## config.mk

```make
export PLATFORM = sky130hd
export DESIGN_NAME = vm_integer_alu_and_branch_unit
export DESIGN_NICKNAME = d
export VERILOG_FILES = /design/src/hw/rtl/vmalu_pkg.sv /design/src/hw/rtl/vmalu_mul.sv /design/src/hw/rtl/vmalu_div.sv /design/src/hw/rtl/vm_integer_alu_and_branch_unit.sv
export SDC_FILE = /design/constraint.sdc
export NUM_CORES = 1
export LEC_CHECK = 0
export BUFFER_PORTS_ARGS = -buffer_cell sky130_fd_sc_hd__buf_2
export CAP_MARGIN = 20
export CORE_AREA = 2 2 223 225
export CTS_BUF_LIST = sky130_fd_sc_hd__clkbuf_16
export DETAILED_ROUTE_END_ITERATION = 8
export DIE_AREA = 0 0 225 227
export SLEW_MARGIN = 20
export SYNTH_ARGS = -nofsm -noshare
export SYNTH_HDL_FRONTEND = slang
export SYNTH_SLANG_ARGS = --single-unit
```

## constraint.sdc

```tcl
create_clock -name clock -period 3.3 [get_ports clock]
set_input_delay 0.165 -clock clock [delete_from_list [all_inputs] [get_ports clock]]
set_output_delay 0.165 -clock clock [all_outputs]
set_load 0.01 [all_outputs]
```

## src/hw/rtl/vmalu_pkg.sv

```systemverilog
// ----------------------------------------------------------------------------
// vmalu_pkg
// Shared widths and opcode codes of the integer alu and branch unit.
// ----------------------------------------------------------------------------
`default_nettype none

package vmalu_pkg;

   localparam int DATA_W = 16;
   localparam int OP_W   = 5;
   // one extra bit so the divider also covers a length of 65536 and counter sums
   localparam int DIV_W  = DATA_W + 1;

   localparam logic [DATA_W-1:0] LEN_RESET = {DATA_W{1'b1}};

   localparam logic [OP_W-1:0] OP_ADD  = 5'd0;
   localparam logic [OP_W-1:0] OP_SUB  = 5'd1;
   localparam logic [OP_W-1:0] OP_MUL  = 5'd2;
   localparam logic [OP_W-1:0] OP_DIV  = 5'd3;
   localparam logic [OP_W-1:0] OP_MOD  = 5'd4;
   localparam logic [OP_W-1:0] OP_AND  = 5'd5;
   localparam logic [OP_W-1:0] OP_NAND = 5'd6;
   localparam logic [OP_W-1:0] OP_OR   = 5'd7;
   localparam logic [OP_W-1:0] OP_NOR  = 5'd8;
   localparam logic [OP_W-1:0] OP_XOR  = 5'd9;
   localparam logic [OP_W-1:0] OP_NOT  = 5'd10;
   localparam logic [OP_W-1:0] OP_JMP  = 5'd11;
   localparam logic [OP_W-1:0] OP_JZ   = 5'd12;
   localparam logic [OP_W-1:0] OP_JNZ  = 5'd13;
   localparam logic [OP_W-1:0] OP_JGT  = 5'd14;
   localparam logic [OP_W-1:0] OP_JLT  = 5'd15;
   localparam logic [OP_W-1:0] OP_JGE  = 5'd16;
   localparam logic [OP_W-1:0] OP_JLE  = 5'd17;

endpackage

`default_nettype wire

```

## src/hw/rtl/vmalu_mul.sv

```systemverilog
// ----------------------------------------------------------------------------
// vmalu_mul
// Bit-serial shift-add multiplier, keeps the low DATA_W bits of the product.
// ----------------------------------------------------------------------------
`default_nettype none

module vmalu_mul
   import vmalu_pkg::*;
(
   input  wire logic              clock,
   input  wire logic              reset,
   input  wire logic              start,
   input  wire logic [DATA_W-1:0] mcand,
   input  wire logic [DATA_W-1:0] mplier,
   output logic                   busy,
   output logic                   done,
   output logic [DATA_W-1:0]      product
);

   localparam int CNT_W = $clog2(DATA_W);

   logic [DATA_W-1:0] mcand_ff, mcand_in;
   logic [DATA_W-1:0] mplier_ff, mplier_in;
   logic [DATA_W-1:0] acc_ff, acc_in;
   logic [CNT_W-1:0]  cnt_ff, cnt_in;
   logic              busy_ff, busy_in;
   logic              done_ff, done_in;

   always_comb begin
      mcand_in  = mcand_ff;
      mplier_in = mplier_ff;
      acc_in    = acc_ff;
      cnt_in    = cnt_ff;
      busy_in   = busy_ff;
      done_in   = 1'b0;
      if (start) begin
         mcand_in  = mcand;
         mplier_in = mplier;
         acc_in    = '0;
         cnt_in    = CNT_W'(DATA_W - 1);
         busy_in   = 1'b1;
      end else if (busy_ff) begin
         // low bits of a signed product equal those of the unsigned one
         acc_in    = acc_ff + (mplier_ff[0] ? mcand_ff : '0);
         mcand_in  = {mcand_ff[DATA_W-2:0], 1'b0};
         mplier_in = {1'b0, mplier_ff[DATA_W-1:1]};
         cnt_in    = cnt_ff - 1'b1;
         if (cnt_ff == '0) begin
            busy_in = 1'b0;
            done_in = 1'b1;
         end
      end
   end

   always_ff @(posedge clock) begin
      if (reset) begin
         busy_ff <= 1'b0;
         done_ff <= 1'b0;
         cnt_ff  <= '0;
      end else begin
         busy_ff <= busy_in;
         done_ff <= done_in;
         cnt_ff  <= cnt_in;
      end
      mcand_ff  <= mcand_in;
      mplier_ff <= mplier_in;
      acc_ff    <= acc_in;
   end

   assign busy    = busy_ff;
   assign done    = done_ff;
   assign product = acc_ff;

endmodule

`default_nettype wire

```

## src/hw/rtl/vmalu_div.sv

```systemverilog
// ----------------------------------------------------------------------------
// vmalu_div
// Radix-2 restoring divider on unsigned magnitudes, one quotient bit a cycle.
// ----------------------------------------------------------------------------
`default_nettype none

module vmalu_div
   import vmalu_pkg::*;
(
   input  wire logic             clock,
   input  wire logic             reset,
   input  wire logic             start,
   input  wire logic [DIV_W-1:0] dividend,
   input  wire logic [DIV_W-1:0] divisor,
   output logic                  busy,
   output logic                  done,
   output logic [DIV_W-1:0]      quotient,
   output logic [DIV_W-1:0]      remainder
);

   localparam int CNT_W = $clog2(DIV_W);

   logic [DIV_W-1:0] quo_ff, quo_in;
   logic [DIV_W-1:0] rem_ff, rem_in;
   logic [DIV_W-1:0] dsr_ff, dsr_in;
   logic [CNT_W-1:0] cnt_ff, cnt_in;
   logic             busy_ff, busy_in;
   logic             done_ff, done_in;
   logic [DIV_W:0]   trial;
   logic [DIV_W:0]   diff;
   logic             fits;

   always_comb begin
      trial   = {rem_ff, quo_ff[DIV_W-1]};
      diff    = trial - {1'b0, dsr_ff};
      fits    = trial >= {1'b0, dsr_ff};
      quo_in  = quo_ff;
      rem_in  = rem_ff;
      dsr_in  = dsr_ff;
      cnt_in  = cnt_ff;
      busy_in = busy_ff;
      done_in = 1'b0;
      if (start) begin
         quo_in  = dividend;
         rem_in  = '0;
         dsr_in  = divisor;
         cnt_in  = CNT_W'(DIV_W - 1);
         busy_in = 1'b1;
      end else if (busy_ff) begin
         // partial remainder stays below the divisor, so it fits DIV_W bits
         rem_in = fits ? diff[DIV_W-1:0] : trial[DIV_W-1:0];
         quo_in = {quo_ff[DIV_W-2:0], fits};
         cnt_in = cnt_ff - 1'b1;
         if (cnt_ff == '0) begin
            busy_in = 1'b0;
            done_in = 1'b1;
         end
      end
   end

   always_ff @(posedge clock) begin
      if (reset) begin
         busy_ff <= 1'b0;
         done_ff <= 1'b0;
         cnt_ff  <= '0;
      end else begin
         busy_ff <= busy_in;
         done_ff <= done_in;
         cnt_ff  <= cnt_in;
      end
      quo_ff <= quo_in;
      rem_ff <= rem_in;
      dsr_ff <= dsr_in;
   end

   assign busy      = busy_ff;
   assign done      = done_ff;
   assign quotient  = quo_ff;
   assign remainder = rem_ff;

endmodule

`default_nettype wire

```

## src/hw/rtl/vm_integer_alu_and_branch_unit.sv

```systemverilog
// ----------------------------------------------------------------------------
// vm_integer_alu_and_branch_unit
// Integer alu and branch unit of a small bytecode machine.
// ----------------------------------------------------------------------------
// Usage:
//   req_* carries one instruction per transaction (opcode, two signed
//   operands); rsp_* returns one transaction per instruction with the result
//   and the program counter after it. Both use valid/stall; the unit raises
//   req_stall while an instruction is in progress.
//   csr_* writes program_length (ready is always high); write it only when
//   the unit is idle. A length of zero acts as 65536.
// Sequencing (acceptance to acceptance):
//   add, sub, logic ops, untaken jumps and zero divisors: result registered on acceptance
//   mul: runs the 16 steps of the bit-serial multiplier
//   div, mod and taken jumps: run the 17 steps of the shared
//   restoring divider (a taken jump reduces pc + distance modulo the length)
//   rsp_valid rises once the output register loads the finished result.
// Reset clears the program counter, sets the length to 65535 and empties the
// output register. A stalled response holds; one finished result may wait in
// the unit behind it, after which req_stall stays high.
// ----------------------------------------------------------------------------
`default_nettype none

module vm_integer_alu_and_branch_unit
   import vmalu_pkg::*;
(
   input  wire logic                     clock,
   input  wire logic                     reset,
   input  wire logic                     req_valid,
   output logic                          req_stall,
   input  wire logic [OP_W-1:0]          req_type,
   input  wire logic signed [DATA_W-1:0] req_operand_a,
   input  wire logic signed [DATA_W-1:0] req_operand_b,
   output logic                          rsp_valid,
   input  wire logic                     rsp_stall,
   output logic [DATA_W-1:0]             rsp_result_value,
   output logic [DATA_W-1:0]             rsp_next_counter,
   input  wire logic                     csr_valid,
   output logic                          csr_ready,
   input  wire logic [DATA_W-1:0]        csr_program_length
);

   localparam logic [2:0] ST_IDLE = 3'd0;
   localparam logic [2:0] ST_MUL  = 3'd1;
   localparam logic [2:0] ST_DIV  = 3'd2;
   localparam logic [2:0] ST_WRAP = 3'd3;
   localparam logic [2:0] ST_DONE = 3'd4;

   logic [2:0]        state_ff, state_in;
   logic [DATA_W-1:0] pc_ff, pc_in;
   logic [DATA_W-1:0] len_ff;
   logic [DATA_W-1:0] res_ff, res_in;
   logic              is_mod_ff, is_mod_in;
   logic              neg_q_ff, neg_q_in;
   logic              neg_r_ff, neg_r_in;
   logic              wrap_neg_ff, wrap_neg_in;
   logic              rsp_valid_ff;
   logic [DATA_W-1:0] rsp_res_ff;
   logic [DATA_W-1:0] rsp_cnt_ff;

   logic [DATA_W-1:0] a_u, b_u;
   logic              a_nz, b_nz, take;
   logic [DIV_W-1:0]  a_ext, b_ext, abs_a, abs_b;
   logic [DIV_W:0]    sum, sum_mag;
   logic [DIV_W-1:0]  len_ext;
   logic [DIV_W-1:0]  q_signed, r_signed, wrapped;
   logic              accept, out_load;

   logic              mul_start, mul_busy, mul_done;
   logic [DATA_W-1:0] mul_prod;
   logic              div_start, div_busy, div_done;
   logic [DIV_W-1:0]  div_dividend, div_divisor, div_quo, div_rem;

   vmalu_mul u_mul (
      .clock   (clock),
      .reset   (reset),
      .start   (mul_start),
      .mcand   (a_u),
      .mplier  (b_u),
      .busy    (mul_busy),
      .done    (mul_done),
      .product (mul_prod)
   );

   vmalu_div u_div (
      .clock     (clock),
      .reset     (reset),
      .start     (div_start),
      .dividend  (div_dividend),
      .divisor   (div_divisor),
      .busy      (div_busy),
      .done      (div_done),
      .quotient  (div_quo),
      .remainder (div_rem)
   );

   assign accept   = req_valid && !req_stall;
   assign out_load = (state_ff == ST_DONE) && (!rsp_valid_ff || !rsp_stall);

   always_comb begin
      a_u     = req_operand_a;
      b_u     = req_operand_b;
      a_nz    = |a_u;
      b_nz    = |b_u;
      a_ext   = {a_u[DATA_W-1], a_u};
      b_ext   = {b_u[DATA_W-1], b_u};
      abs_a   = a_u[DATA_W-1] ? -a_ext : a_ext;
      abs_b   = b_u[DATA_W-1] ? -b_ext : b_ext;
      // pc + distance spans -32768 .. 98302
      sum     = {2'b00, pc_ff} + {{2{a_u[DATA_W-1]}}, a_u};
      sum_mag = sum[DIV_W] ? -sum : sum;
      len_ext = (len_ff == '0) ? {1'b1, {DATA_W{1'b0}}} : {1'b0, len_ff};

      q_signed = neg_q_ff ? -div_quo : div_quo;
      r_signed = neg_r_ff ? -div_rem : div_rem;
      wrapped  = (wrap_neg_ff && (div_rem != '0)) ? len_ext - div_rem : div_rem;

      case (req_type)
         OP_JMP:  take = 1'b1;
         OP_JZ:   take = !b_nz;
         OP_JNZ:  take = b_nz;
         OP_JGT:  take = !b_u[DATA_W-1] && b_nz;
         OP_JLT:  take = b_u[DATA_W-1];
         OP_JGE:  take = !b_u[DATA_W-1];
         OP_JLE:  take = b_u[DATA_W-1] || !b_nz;
         default: take = 1'b0;
      endcase

      div_dividend = (req_type inside {[OP_JMP:OP_JLE]}) ? sum_mag[DIV_W-1:0] : abs_a;
      div_divisor  = (req_type inside {[OP_JMP:OP_JLE]}) ? len_ext : abs_b;
   end

   always_comb begin
      state_in    = state_ff;
      pc_in       = pc_ff;
      res_in      = res_ff;
      is_mod_in   = is_mod_ff;
      neg_q_in    = neg_q_ff;
      neg_r_in    = neg_r_ff;
      wrap_neg_in = wrap_neg_ff;
      mul_start   = 1'b0;
      div_start   = 1'b0;
      case (state_ff)
         ST_IDLE: begin
            if (req_valid) begin
               state_in    = ST_DONE;
               res_in      = '0;
               is_mod_in   = (req_type == OP_MOD);
               neg_q_in    = a_u[DATA_W-1] ^ b_u[DATA_W-1];
               neg_r_in    = a_u[DATA_W-1];
               wrap_neg_in = sum[DIV_W];
               case (req_type)
                  OP_ADD:  res_in = a_u + b_u;
                  OP_SUB:  res_in = a_u - b_u;
                  OP_MUL: begin
                     mul_start = 1'b1;
                     state_in  = ST_MUL;
                  end
                  OP_DIV, OP_MOD: begin
                     if (b_nz) begin
                        div_start = 1'b1;
                        state_in  = ST_DIV;
                     end
                  end
                  OP_AND:  res_in = DATA_W'(a_nz && b_nz);
                  OP_NAND: res_in = DATA_W'(!(a_nz && b_nz));
                  OP_OR:   res_in = DATA_W'(a_nz || b_nz);
                  OP_NOR:  res_in = DATA_W'(!(a_nz || b_nz));
                  OP_XOR:  res_in = DATA_W'(a_nz ^ b_nz);
                  OP_NOT:  res_in = DATA_W'(!a_nz);
                  default: begin
                     if (take) begin
                        div_start = 1'b1;
                        state_in  = ST_WRAP;
                     end
                  end
               endcase
            end
         end
         ST_MUL: begin
            if (mul_done) begin
               res_in   = mul_prod;
               state_in = ST_DONE;
            end
         end
         ST_DIV: begin
            if (div_done) begin
               res_in   = is_mod_ff ? r_signed[DATA_W-1:0] : q_signed[DATA_W-1:0];
               state_in = ST_DONE;
            end
         end
         ST_WRAP: begin
            if (div_done) begin
               res_in   = DATA_W'(1);
               pc_in    = wrapped[DATA_W-1:0];
               state_in = ST_DONE;
            end
         end
         ST_DONE: begin
            if (out_load) begin
               state_in = ST_IDLE;
            end
         end
         default: state_in = ST_IDLE;
      endcase
   end

   always_ff @(posedge clock) begin
      if (reset) begin
         state_ff     <= ST_IDLE;
         pc_ff        <= '0;
         len_ff       <= LEN_RESET;
         rsp_valid_ff <= 1'b0;
      end else begin
         state_ff <= state_in;
         pc_ff    <= pc_in;
         if (csr_valid && csr_ready) begin
            len_ff <= csr_program_length;
         end
         if (out_load) begin
            rsp_valid_ff <= 1'b1;
         end else if (!rsp_stall) begin
            rsp_valid_ff <= 1'b0;
         end
      end
      res_ff      <= res_in;
      is_mod_ff   <= is_mod_in;
      neg_q_ff    <= neg_q_in;
      neg_r_ff    <= neg_r_in;
      wrap_neg_ff <= wrap_neg_in;
      if (out_load) begin
         rsp_res_ff <= res_ff;
         rsp_cnt_ff <= pc_ff;
      end
   end

   assign req_stall        = (state_ff != ST_IDLE);
   assign csr_ready        = 1'b1;
   assign rsp_valid        = rsp_valid_ff;
   assign rsp_result_value = rsp_res_ff;
   assign rsp_next_counter = rsp_cnt_ff;

   // new transaction only when both serial engines are free
   assert property (@(posedge clock) disable iff (reset)
      accept |-> (!mul_busy && !div_busy))
      else $error("transaction accepted while a serial engine is busy");

   assert property (@(posedge clock) disable iff (reset)
      !(mul_busy && div_busy))
      else $error("multiplier and divider busy together");

   // a taken jump leaves the counter inside the program
   assert property (@(posedge clock) disable iff (reset)
      (state_ff == ST_WRAP && div_done) |=> ({1'b0, pc_ff} < len_ext))
      else $error("wrapped counter not below program length");

   assert property (@(posedge clock) disable iff (reset)
      (rsp_valid_ff && rsp_stall) |=> $stable(rsp_cnt_ff))
      else $error("stalled response counter changed");

endmodule

`default_nettype wire

```

# --- Word-level counts from Yosys, hierarchy flattened ---
# Index checks and enable logic that the tools add are counted.
classes:
  addsub: 13
  magnitude_cmp: 3
  eq_ne: 28
  n_mux: 55
  n_bitwise: 4
  n_reduce_logical: 38
ops:
  columns: ["operator", "n"]
  rows:
  - ["$mux W16", 13]
  - ["$mux W17", 9]
  - ["$pmux W16 S8", 1]
  - ["$pmux W16 S4", 1]
  - ["$neg A17 Y17", 3]
  - ["$eq A5 B4 Y1 const B", 8]
  - ["$add A16 B16 Y16", 2]
  - ["$neg A16 Y16", 2]
  - ["$reduce_or A16 Y1", 2]
  - ["$sub A16 B16 Y16", 2]
  - ["$eq A5 B3 Y1 const B", 4]
  - ["$add A17 B16 Y18", 1]
  - ["$ge A18 B17 Y1", 1]
  - ["$mux W3", 6]
  - ["$mux W1", 17]
  - ["$reduce_bool A17 Y1", 1]
  - ["$sub A17 B17 Y17", 1]
  - ["$logic_not A16 Y1", 1]
  - ["$pmux W3 S4", 1]
  - ["$eq A5 B2 Y1 const B", 2]
  - ["$eq A5 B5 Y1 const B", 2]
  - ["$logic_not A5 Y1", 2]
  - ["$mux W5", 2]
  - ["$ne A2 B1 Y1 const B", 5]
  - ["other kinds (30)", 52]
word_totals:
  ff_bits: 200
  output_inout_bits: 35

# --- Longest topological paths before layout ---
logic_depth:
  word_depth: 9
  ltp_mapped: 15
  ltp_nobuf: 15

# --- By module ---
# Synthesis repeated with hierarchy kept, for this count alone.
unflattened:
  hier_cells: 1637
  hier_area_um2: 14645.3
by_module_without_submodules:
  columns: ["module", "instances", "cells_per_inst", "area_per_inst_um2"]
  rows:
  - ["vm_integer_alu_and_branch_unit", 1, 1026, 8242.9]
  - ["vmalu_div", 1, 329, 3385.7]
  - ["vmalu_mul", 1, 282, 3016.6]

# --- Worst setup path after synthesis ---
# Ideal clock, no wire load.
synth_timing:
  path_kind: "input to register"
  startpoint: "input req_type[0]"
  endpoint: "register res_ff[14] (data pin)"
  setup_ns: 0.281
  t_arrival_ns: 3.267
  path_slack_ns: -0.247
  path_stages: 14
  n_path_buf: 2
  cell_sequence: "clkbuf_1 > clkbuf_1 > and3_1 > mux2i_1 > fa_1 > a21o_1 > a21oi_1 > o21bai_1 > a2111oi_0 > o41ai_1 > a211oi_1 > o21bai_1 > mux2i_1 > o2111ai_1"
synth_between:
  elab_chain_cells: 4
  elab_cells_between_ends: 11
synth_rtl:
  columns: ["element", "line", "rtl"]
  rows:
  - ["from (decl)", "vm_integer_alu_and_branch_unit.sv:31", "input wire logic [OP_W-1:0] req_type,"]
  - ["$eq A5 B4 Y1 (tied with other cells)", "vm_integer_alu_and_branch_unit.sv:152", "case (req_type)"]
  - ["$pmux W16 S8 (*)", "vm_integer_alu_and_branch_unit.sv:152", null]
  - ["$mux W16 (*)", "vm_integer_alu_and_branch_unit.sv:145", "if (req_valid) begin"]
  - ["$pmux W16 S4 (*)", "vm_integer_alu_and_branch_unit.sv:143", "case (state_ff)"]
  - ["net res_in[14]", "vm_integer_alu_and_branch_unit.sv:52", "logic [DATA_W-1:0] res_ff, res_in;"]
  - ["to (signal assigned)", "vm_integer_alu_and_branch_unit.sv:226", "res_ff <= res_in;"]
  - ["to (decl)", "vm_integer_alu_and_branch_unit.sv:52", null]
# The timed path passes the listed nets; every way through them passes the cells marked *. The select of a mux whose other input is x is not followed.
# A chain may end at the register's enable or synchronous reset.

# --- Final worst setup path ---
layout_timing:
  startpoint: "register pc_ff[4]"
  endpoint: "register u_div.quo_ff[4] (netlist: u_div.quotient[4]) (data pin)"
layout_between:
  elab_chain_cells: 5
layout_rtl:
  columns: ["element", "line", "rtl"]
  rows:
  - ["from (decl)", "vm_integer_alu_and_branch_unit.sv:50", "logic [DATA_W-1:0] pc_ff, pc_in;"]
  - ["from (signal assigned)", "vm_integer_alu_and_branch_unit.sv:216", "pc_ff <= pc_in;"]
  - ["$add A17 B16 Y18 (*)", "vm_integer_alu_and_branch_unit.sv:110", "sum = {2'b00, pc_ff} + {{2{a_u[DATA_W-1]}}, a_u};"]
  - ["$neg A17 Y17", "vm_integer_alu_and_branch_unit.sv:111", "sum_mag = sum[DIV_W] ? -sum : sum;"]
  - ["$mux W17 (*)", "vm_integer_alu_and_branch_unit.sv:111", null]
  - ["$mux W17 (*)", "vm_integer_alu_and_branch_unit.sv:129", "div_dividend = (req_type inside {[OP_JMP:OP_JLE]}) ? sum_mag[DIV_W-1:0] : abs_a;"]
  - ["$mux W17 (*)", "vmalu_div.sv:43", "if (start) begin"]
  - ["net u_div.quo_in[4]", "vmalu_div.sv:23", "logic [DIV_W-1:0] quo_ff, quo_in;"]
  - ["to (signal assigned)", "vmalu_div.sv:71", "quo_ff <= quo_in;"]
  - ["to (decl)", "vmalu_div.sv:23", null]
# The timed path passes the listed nets; every way through them passes the cells marked *.

==> summary.txt <==
Synthesis
  – Syn nets: 1829
  – Main synth FF type: edfxtp_1
  – Synth unique cells: 93
  – Mapped Area: 0.0145 sq mm
  – Seq/Total Area, Yosys: 0.358
  – Synth Area per Inst: 8.65 sq um
  – Synth top area share: 0.244
  – Async SR Flop Fraction: 0
  – Register bit count reported by yosys: 200
  – Cell taking the most area after synthesis: edfxtp_1
  – EDFF count, synth: 118
  – Post-Syn Instances: 1676
  – Synthesis Warnings: 0
  – Largest cells by area after synthesis: edfxtp_1 (24%), dfxtp_1 (11%), ha_1 (7.8%), nand2_1 (5.9%), xnor2_1 (4.5%)

STA
  – Setup WS post-layout: 0.0864 ns
  – Setup Skew: 0.0150 ns
  – Post-route minimum period: 3.21 ns
  – Count of final setup violators: 0
  – Final hold vios: 0
  – Fin crit share: 0.974
  – Hold_ws: 0.0805 ns
  – Worst-Margin Slew: 0.936 ns
  – Final Max Tran Viols: 0
  – Slew HR: 0.376
  – Maximum clock rate: 311 MHz

Setup path
  – Flop-to-flop setup slack: 0.09 ns
  – Element type at the critical path end: flop
  – CP Max Fanout: 20
  – WP data required: 3.50 ns
  – CP Data Arrival Time: 3.42 ns
  – RR Startpoint: pc_ff[4]$_SDFFE_PP0P_
  – Critical path startpoint category: flop
  – Critical path origin: pc_ff[4]$_SDFFE_PP0P_
  – Critical path class: reg2reg

GRT
  – First-pass GRT wire length: 73300 microns
  – Antenna violations before repair: 4
  – Grt ovf: 0
  – Largest net degree at the start of global routing: 44
  – Overall global routing resource usage: 0.189
  – Vias in the first global route: 12.4k

Clock network
  – CTS Root Cell: clkbuf_16
  – Skew-Pair Late Insertion Delay: 0.47 ns
  – H-tree lvl count: 4
  – CTS tree: yes
  – Maximum clock path buffer count: 2
  – CTS Buf Count: 17
  – Post-CTS setup buffer count: 0
  – CTS Sinks: 200
  – Clock transition at path regs: 0.08 ns

Detailed routing
  – Met2 wire len: 22800 microns
  – Post-DRT Antenna Nets: 0
  – Vias per cell: 5.28
  – Met3 routed WL: 1910 microns
  – 1st-iter DRT viols: 1055
  – Wl on met1: 22400 microns
  – Via count: 13.1k
  – Routed WL: 48400 microns
  – Number of remaining DRC errors: 0
  – Avg WL per Cell: 19.5 microns
  – Top Layer Used: met5
  – DRT Pass-1 Iters: 5

Cells and area
  – Share of post-route cells with drive strength above 1: 0.166
  – Layout filler cell count: 4963
  – Final Non-Filler Cells: 2476
  – Nets: 1993
  – Design Area, Final: 0.0172 sq mm
  – Area growth from synthesis to layout: 18.7%

Placement
  – Placed Instances: 2426
  – Place WS: -0.160 ns
  – HPWL Detailed: 38000 microns
  – Placed Area: 0.0164 sq mm
  – Port bufs: 91
  – RePlAce Congestion: 0.947

Worst hold path
  – Hold path startpoint: req_operand_a[3]
  – Min-delay worst type: in2reg

Floorplanning
  – Die ar.: 0.0511 sq mm
  – Die Span Y: 227 microns
  – Initial Utilization: 0.299
  – Placeable Area: 0.0485 sq mm
  – Row cnt: 81
  – Ports: 93
  – Die Width: 225 microns

Power
  – Leakage: 6.97 nW
  – Sequential power share: 0.355
  – P per Cell Area: 549 mW/mm^2
  – Comb power frac: 0.421
  – Switching part of the total: 0.401
  – Peak supply drop: 0.380 mV
  – Switching power: 3.79 mW
  – P_int: 5.65 mW
  – Clock share of power: 0.223

Run
  – Max cap viols: 0

Outcome
  – Outcome: completed
path summary, 6_finish.rpt:
path         depth (start not counted)                        endpoint
max                                 12     u_div.quotient[4]$_DFFE_PP_
max reg2reg                         12     u_div.quotient[4]$_DFFE_PP_
min                                  3     u_mul.mcand_ff[3]$_DFFE_PP_
min reg2reg                          0  rsp_result_value[12]$_DFFE_PP_
placed cells by master, fill, tap and decap left out, types with 57 or more instances in the layout:
| master | n |
|---|---|
| xnor2_1 | 75 |
| a21oi_1 | 95 |
| nor2_1 | 128 |
| inv_1 | 86 |
| buf_4 | 124 |
| buf_2 | 91 |
| dfxtp_1 | 79 |
| ha_1 | 90 |
| nand2_1 | 226 |
| o21ai_0 | 93 |
| edfxtp_1 | 118 |
| xor2_1 | 57 |
cell usage after synthesis (20+ instances only):
cell type  count
o21ai_0       94
nor2b_1       25
mux2i_1       40
ha_1          90
nor2_1       129
xor2_1        57
or3_1         20
inv_1         86
a21oi_1       96
dfxtp_1       82
xnor2_1       75
a211oi_1      32
clkbuf_1      73
nand2_1      227
nor3_1        40
nand3_1       35
edfxtp_1     118
o211ai_1      24
o31ai_1       24
and2_1        21
metal layers:
layer / global-route usage / up-vias
met1: 0.254 / 6334
met4: 0.0609 / 6
met3: 0.0235 / 64
met5: 0 / -
met2: 0.314 / 286
li1: - / 6383
sequential cells by signal, summed over array words and instances, names as in the netlist, 3 cells and up:
signal and cells:
state_ff 3, len_ff 16, u_div.dsr_ff 17, u_div.quotient 17
u_div.remainder 17, rsp_next_counter 16, rsp_result_value 16, pc_ff 16
u_mul.cnt_ff 4, u_mul.mcand_ff 16, u_mul.product 16, u_mul.mplier_ff 16
u_div.cnt_ff 5, res_ff 16
stage by stage:
stage,TNS (ns),utilization,power [mW]
after floorplan,0,-,6.03
after global placement,-0.267,0.337,7.22
after detailed placement,-0.623,0.337,7.27
after CTS,0,0.353,9.42
after global routing,-0.00342,0.354,10.0
final,0,0.354,9.44
cell type report:
class	instances	area, sq um	area share
inverters	88	335	0.0195
well taps	622	778	0.0452
flip-flops and latches	200	5190	0.302
diodes	1	2.50	0.000145
multi-input cells	1300	8740	0.508
clock buffers	17	425	0.0247
clock inverters	15	161	0.00938
repair buffers	233	1580	0.0916
critical path, cell delays in order, from the launching register on:
cell and delay (ns):
dfxtp_1 0.43, ha_1 0.30, a2111oi_2 0.35, a211o_1 0.21, o21ai_2 0.08, o2111a_1 0.28, buf_4 0.14, o2111ai_1 0.29
o311ai_4 0.16, buf_12 0.21, a31o_2 0.20, o22ai_1 0.20, o21ai_1 0.09
kinds of logic (layout without fill, tap and decap cells):
group / count (synthesis) / in the layout / share of synthesized area
and+or+nand+nor: 590 / 590 / 0.194
adders and majority gates: 95 / 95 / 0.0846
other: 1 / 2 / 0.000259
AOI/OAI and AO/OA: 439 / 439 / 0.206
buffers and inverters: 176 / 353 / 0.0479
DFF: 200 / 200 / 0.358
muxes: 43 / 43 / 0.0299
xor gates and xnor gates: 132 / 132 / 0.0798
what timing repair did:
action,4_1_cts,5_1_grt
setup endpoints to repair,0,15
hold buffers,17,0
endpoints found under the hold margin,17,0
gates resized for setup,0,22
power by group through the flow:
stage | Clock (mW) | Combinational, mW | Sequential, mW
2_1_floorplan | 0 | 2.78 | 3.25
3_3_place_gp | 0 | 3.83 | 3.39
3_5_place_dp | 0 | 3.87 | 3.40
4_1_cts | 2.15 | 3.92 | 3.35
5_1_grt | 2.24 | 4.38 | 3.40
6_report | 2.11 | 3.98 | 3.35
No activity file was read; power rests on OpenSTA's default activity.
